**src/sv/scdes_pkg.sv**
```systemverilog
`default_nettype none

package scdes_pkg;

    // Default number of stacked events
    localparam int STACK_DEPTH_DEF = 256;

    // Request kinds
    localparam logic REQ_SCAN = 1'b0;
    localparam logic REQ_POLL = 1'b1;

    // Scancode constants
    localparam logic [7:0] PREFIX_BYTE = 8'hE0;
    localparam logic [6:0] KC_LSHIFT   = 7'h2A;
    localparam logic [6:0] KC_RSHIFT   = 7'h36;
    localparam logic [6:0] KC_CTRL     = 7'h1D;
    localparam logic [6:0] KC_ALT      = 7'h38;
    localparam logic [6:0] KC_DELETE   = 7'h53;
    localparam logic [6:0] CHAR_LIMIT  = 7'd78;

    // One stacked event, low bits first: key code, release, char, modifiers
    typedef struct packed {
        logic       alt;
        logic       ctrl;
        logic       shift;
        logic [6:0] character;
        logic       released;
        logic [6:0] key_code;
    } t_event;

    localparam int EVENT_W = $bits(t_event);

    // ASCII lookup; pair holds {plain, shifted}
    function automatic logic [6:0] char_lookup(input logic [6:0] kc, input logic shifted);
        logic [13:0] pair;
        pair = '0;
        if (kc < CHAR_LIMIT) begin
            case (kc)
                7'd2:    pair = {7'h31, 7'h21};
                7'd3:    pair = {7'h32, 7'h40};
                7'd4:    pair = {7'h33, 7'h23};
                7'd5:    pair = {7'h34, 7'h24};
                7'd6:    pair = {7'h35, 7'h25};
                7'd7:    pair = {7'h36, 7'h5E};
                7'd8:    pair = {7'h37, 7'h26};
                7'd9:    pair = {7'h38, 7'h2A};
                7'd10:   pair = {7'h39, 7'h28};
                7'd11:   pair = {7'h30, 7'h29};
                7'd12:   pair = {7'h2D, 7'h5F};
                7'd13:   pair = {7'h3D, 7'h2B};
                7'd14:   pair = {7'h08, 7'h08};
                7'd15:   pair = {7'h09, 7'h09};
                7'd16:   pair = {7'h71, 7'h51};
                7'd17:   pair = {7'h77, 7'h57};
                7'd18:   pair = {7'h65, 7'h45};
                7'd19:   pair = {7'h72, 7'h52};
                7'd20:   pair = {7'h74, 7'h54};
                7'd21:   pair = {7'h79, 7'h59};
                7'd22:   pair = {7'h75, 7'h55};
                7'd23:   pair = {7'h69, 7'h49};
                7'd24:   pair = {7'h6F, 7'h4F};
                7'd25:   pair = {7'h70, 7'h50};
                7'd26:   pair = {7'h5B, 7'h7B};
                7'd27:   pair = {7'h5D, 7'h7D};
                7'd28:   pair = {7'h0A, 7'h0A};
                7'd30:   pair = {7'h61, 7'h41};
                7'd31:   pair = {7'h73, 7'h53};
                7'd32:   pair = {7'h64, 7'h44};
                7'd33:   pair = {7'h66, 7'h46};
                7'd34:   pair = {7'h67, 7'h47};
                7'd35:   pair = {7'h68, 7'h48};
                7'd36:   pair = {7'h6A, 7'h4A};
                7'd37:   pair = {7'h6B, 7'h4B};
                7'd38:   pair = {7'h6C, 7'h4C};
                7'd39:   pair = {7'h3B, 7'h3A};
                7'd40:   pair = {7'h27, 7'h22};
                7'd41:   pair = {7'h60, 7'h7E};
                7'd43:   pair = {7'h5C, 7'h7C};
                7'd44:   pair = {7'h7A, 7'h5A};
                7'd45:   pair = {7'h78, 7'h58};
                7'd46:   pair = {7'h63, 7'h43};
                7'd47:   pair = {7'h76, 7'h56};
                7'd48:   pair = {7'h62, 7'h42};
                7'd49:   pair = {7'h6E, 7'h4E};
                7'd50:   pair = {7'h6D, 7'h4D};
                7'd51:   pair = {7'h2C, 7'h3C};
                7'd52:   pair = {7'h2E, 7'h3E};
                7'd53:   pair = {7'h2F, 7'h3F};
                7'd55:   pair = {7'h2A, 7'h2A};
                7'd57:   pair = {7'h20, 7'h20};
                7'd74:   pair = {7'h2D, 7'h2D};
                default: pair = '0;
            endcase
        end
        return shifted ? pair[6:0] : pair[13:7];
    endfunction

endpackage

`default_nettype wire

```
**src/sv/scdes_ram.sv**
```systemverilog
`default_nettype none

// Simple dual-port RAM, one write and one registered read port
module scdes_ram
    import scdes_pkg::*;
#(
    parameter int WIDTH = EVENT_W,
    parameter int DEPTH = STACK_DEPTH_DEF
) (
    input  wire logic                     i_clk,
    input  wire logic                     i_we,
    input  wire logic [$clog2(DEPTH)-1:0] i_waddr,
    input  wire logic [WIDTH-1:0]         i_wdata,
    input  wire logic                     i_re,
    input  wire logic [$clog2(DEPTH)-1:0] i_raddr,
    output logic      [WIDTH-1:0]         o_rdata
);

    logic [WIDTH-1:0] r_mem [DEPTH];

    // Write port
    always_ff @(posedge i_clk) begin
        if (i_we) begin
            r_mem[i_waddr] <= i_wdata;
        end
    end

    // Read port, data held until the next read
    always_ff @(posedge i_clk) begin
        if (i_re) begin
            o_rdata <= r_mem[i_raddr];
        end
    end

endmodule

`default_nettype wire

```
**config.mk**
```make
export PLATFORM = sky130hd
export DESIGN_NAME = scdes_ram
export DESIGN_NICKNAME = d
export VERILOG_FILES = /design/src/sv/scdes_pkg.sv /design/src/sv/scdes_ram.sv
export SDC_FILE = /design/constraint.sdc
export NUM_CORES = 2
export LEC_CHECK = 0
export BUFFER_PORTS_ARGS = -buffer_cell sky130_fd_sc_hd__buf_2
export CAP_MARGIN = 5
export CORE_ASPECT_RATIO = 0.9
export CORE_MARGIN = 1.5
export CORE_UTILIZATION = 40
export DETAILED_ROUTE_END_ITERATION = 12
export PLACE_DENSITY = 0.53
export SLEW_MARGIN = 20
export SYNTH_ARGS = -nofsm -noshare
export SYNTH_HDL_FRONTEND = slang
export SYNTH_MEMORY_MAX_BITS = 65536
export SYNTH_SLANG_ARGS = --single-unit
```
**constraint.sdc**
```tcl
create_clock -name i_clk -period 4.1 [get_ports i_clk]
set_input_delay 0.205 -clock i_clk [delete_from_list [all_inputs] [get_ports i_clk]]
set_output_delay 0.205 -clock i_clk [all_outputs]
set_load 0.03 [all_outputs]
```
==> flow_metrics.py <==
metrics = {
    "clocking": {
        "cts.repair_timing.setup_buffer_count": 0,
        "clk_root_buffer_cell": "clkbuf_16",
        "clkLatencyLatePin_ns": 1.04,
        "number_of_gates_resized_after_cts": 0,
        "clk_pin_slew_ns": 0.07,
        "cts_made_buffers": 458,
        "cts.sink_count": 4626,
        "cts_tree": "built",
        "cts_htree_levels": 5,
        "clockBufferDepth": 4,
    },
    "sta": {
        "maxClockFrequency_mhz": 323,
        "setup_violations": 0,
        "setup_tns_ns": 0,
        "worst_tran_pin_value_ns": 1.20,
        "finalWorstPathRequiredPeriod_ns": 3.10,
        "slew_violations": 0,
        "timing.slew.headroom_pct": 19.7,
        "final_hold_viol_count": 0,
        "grt_setup_unrepaired": "no",
        "hold-worst-slack_ns": 0.0961,
        "period_share_pct": 75.6,
        "final.setup_skew_ns": 0.112,
    },
    "final_layout": {
        "drive_above_1_share_pct": 26.2,
        "layout.cells.most_common_list": "edfxtp_1, mux4_2, mux2i_1",
        "mostFrequentLayoutCell": "edfxtp_1",
        "area_delta_synth_final_pct": 14.7,
        "seqCellArea_um2": 139000,
        "fillerInstances": 36698,
        "finalCoreUtilization_pct": 46.1,
        "post-route-cell-area_um2": 205000,
        "multi_input_comb_area_um2": 37000,
        "number_of_nets_in_the_finished_design": 9046,
    },
    "synthesis": {
        "synth_cells": 8281,
        "synth_adder_area_share_pct": 0,
        "area_share_of_xor_xnor_cells_in_the_synthesized_design_pct": 0,
        "netlist_area_um2": 178000,
        "multiplexer_area_fraction_after_synthesis_pct": 15.4,
        "dominantRegCellSynth": "edfxtp_1",
        "synth_edf_count": 4626,
        "ys_ff_latch": 4626,
        "synth-async-reset-ratio_pct": 0,
        "synthSimpleGateAreaFrac_pct": 1.66,
        "synth.lib_cells_used.distinct": 40,
        "mean_post_synth_cell_area_um2": 21.5,
        "synthesis.nets": 8318,
        "sequential_area_share_after_synthesis_pct": 77.9,
        "synth_top_family_by_area": "multiplexers",
        "synth_compound_area_share_pct": 3.40,
        "synth.yosys.warnings": 0,
    },
    "die": {
        "ioPinCount": 55,
        "initial_utilization_pct": 40.2,
        "core_area_um2": 444000,
        "floorplan.die.height_um": 637,
        "rows": 232,
        "die_width_um": 707,
        "die_area_um2": 450000,
    },
    "power_and_ir_drop": {
        "static-leakage-power_nw": 64.9,
        "vdd_ir_drop_max_mv": 0.513,
        "power-per-cell-area_nw_per_um2": 480,
    },
    "worst_hold_path": {
        "min_path_type": "input pin to flip-flop",
    },
    "global_routing": {
        "grt_pass1_wl_um": 706000,
        "globalRouteOverflowTotal": 0,
        "gr-usage-all-layers_pct": 22.1,
        "antenna_found_initial": 39,
        "grt_start_max_net_pins": 147,
        "number_of_global_route_vias_before_repair": 88547,
    },
    "run_status": {
        "outcome": "completed",
    },
    "place": {
        "portBuffers": 54,
        "dpl_cell_area_um2": 190000,
        "gpl.final_weighted_congestion": 0.854,
        "dp_hpwl_um": 300000,
    },
    "setup_path": {
        "cp-start-kind": "flip-flop",
        "worstPathRequired_ns": 4.83,
        "timing.critical_path.fanout_max": 1,
        "cp_data_arrival_time_ns": 3.83,
        "critical_path_class": "flip-flop to flip-flop",
        "end_kind": "flip-flop",
    },
    "detailed_routing": {
        "antenna_violating_nets_post_route": 0,
        "postRouteWirelength_um": 508000,
        "remaining_drc_errors": 0,
        "drtIter0Drc": 11047,
        "per_cell_via_count_in_the_routed_design": 5.84,
        "wire_per_inst_um": 33.3,
        "number_of_optimization_iterations_in_the_first_detailed_route_pass": 5,
        "via_count": 89140,
    },
    "flow_run": {
        "cap_violations": 0,
    },
}
## routing by layer
metal,routed length [um],vias to the layer above,global-route usage (%)
li1,-,36694,-
met1,219000,48244,32.1
met2,237000,3521,34.6
met3,35900,677,3.51
met4,16600,4,6.90
met5,24,-,0
## final cells by class
class / instances / area share [%]
clock inverter: 263 / 1.19
multi-input combinational: 3155 / 18.1
tap: 5850 / 3.58
sequential: 4626 / 67.9
inverter: 4 / 0.0135
clock buffer: 567 / 5.85
timing repair buffer: 764 / 3.35
antenna: 28 / 0.0342
## critical path, cell delays in order (launching register included)
cell and delay (ns):
edfxtp_1 0.35, mux4_2 0.47, mux4_2 0.55, a22oi_1 0.76, buf_4 0.27, a22o_1 0.33, nor4_2 0.09
## path summary, 6_finish.rpt
| path | start | end | slack [ns] | depth (start not counted) |
|---|---|---|---|---|
| worst min register to register | r_mem[120][10] | o_rdata[10] | 1.08 | 6 |
| worst max-delay path | r_mem[23][4] | o_rdata[4] | 1.0 | 6 |
| worst min-delay path | i_waddr[4] | r_mem[243][7] | 0.1 | 4 |
| worst max register to register | r_mem[23][4] | o_rdata[4] | 1.0 | 6 |
## metrics by stage
step / total power, mW / cells / setup slack (ns)
2_1_floorplan: 55.8 / 8281 / 1.64
3_3_place_gp: 58.3 / 14370 / -0.583
3_5_place_dp: 58.4 / 14372 / -0.0673
4_1_cts: 98.9 / 15229 / 0.934
5_1_grt: 101 / 15245 / 0.937
6_report: 98.2 / 15257 / 1.00
## timing repair
item	4_1_cts	5_1_grt
hold buffers	27	0
setup endpoints to repair	0	0
hold endpoints to repair	2099	0
## state kept, by name, summed over array words and instances, names as in the netlist
name,count
o_rdata,18
r_mem,4608
## synth_stat cells (all sizes together) (2+ instances only)
library cell	count	area [um^2]
o221ai	318	2790
inv	3	11.3
nand3	23	115
nand3b	2	15.0
o32a	2	20.0
nor2	290	1090
nand4	27	169
buf	268	2210
a21oi	190	951
mux4	864	19500
nor3	159	796
a22oi	51	383
or2	5	31.3
a22o	19	166
nor2b	8	50.1
nand2	81	304
a31oi	20	125
or3	2	12.5
edfxtp	4626	139000
nor4	34	332
nand2b	3	18.8
mux2i	792	7930
clkbuf	228	856
o22ai	238	1490
o211ai	10	75.1
o21ai	14	70.1
## power breakdown
part           internal, mW  switching (mW)  total (mW)
combinational          1.75            3.40        5.15
sequential             52.2          0.0765        52.2
clock                  22.9            17.9        40.8
total                  76.8            21.3        98.2
## kinds of logic after synthesis
kind of cell | Yosys count
buffers and inverters | 500
AO/OA/AOI/OAI | 862
AND/OR/NAND/NOR | 637
multiplexers | 1656
flip-flops | 4626
Note: power is estimated with default switching activity, not from simulation.
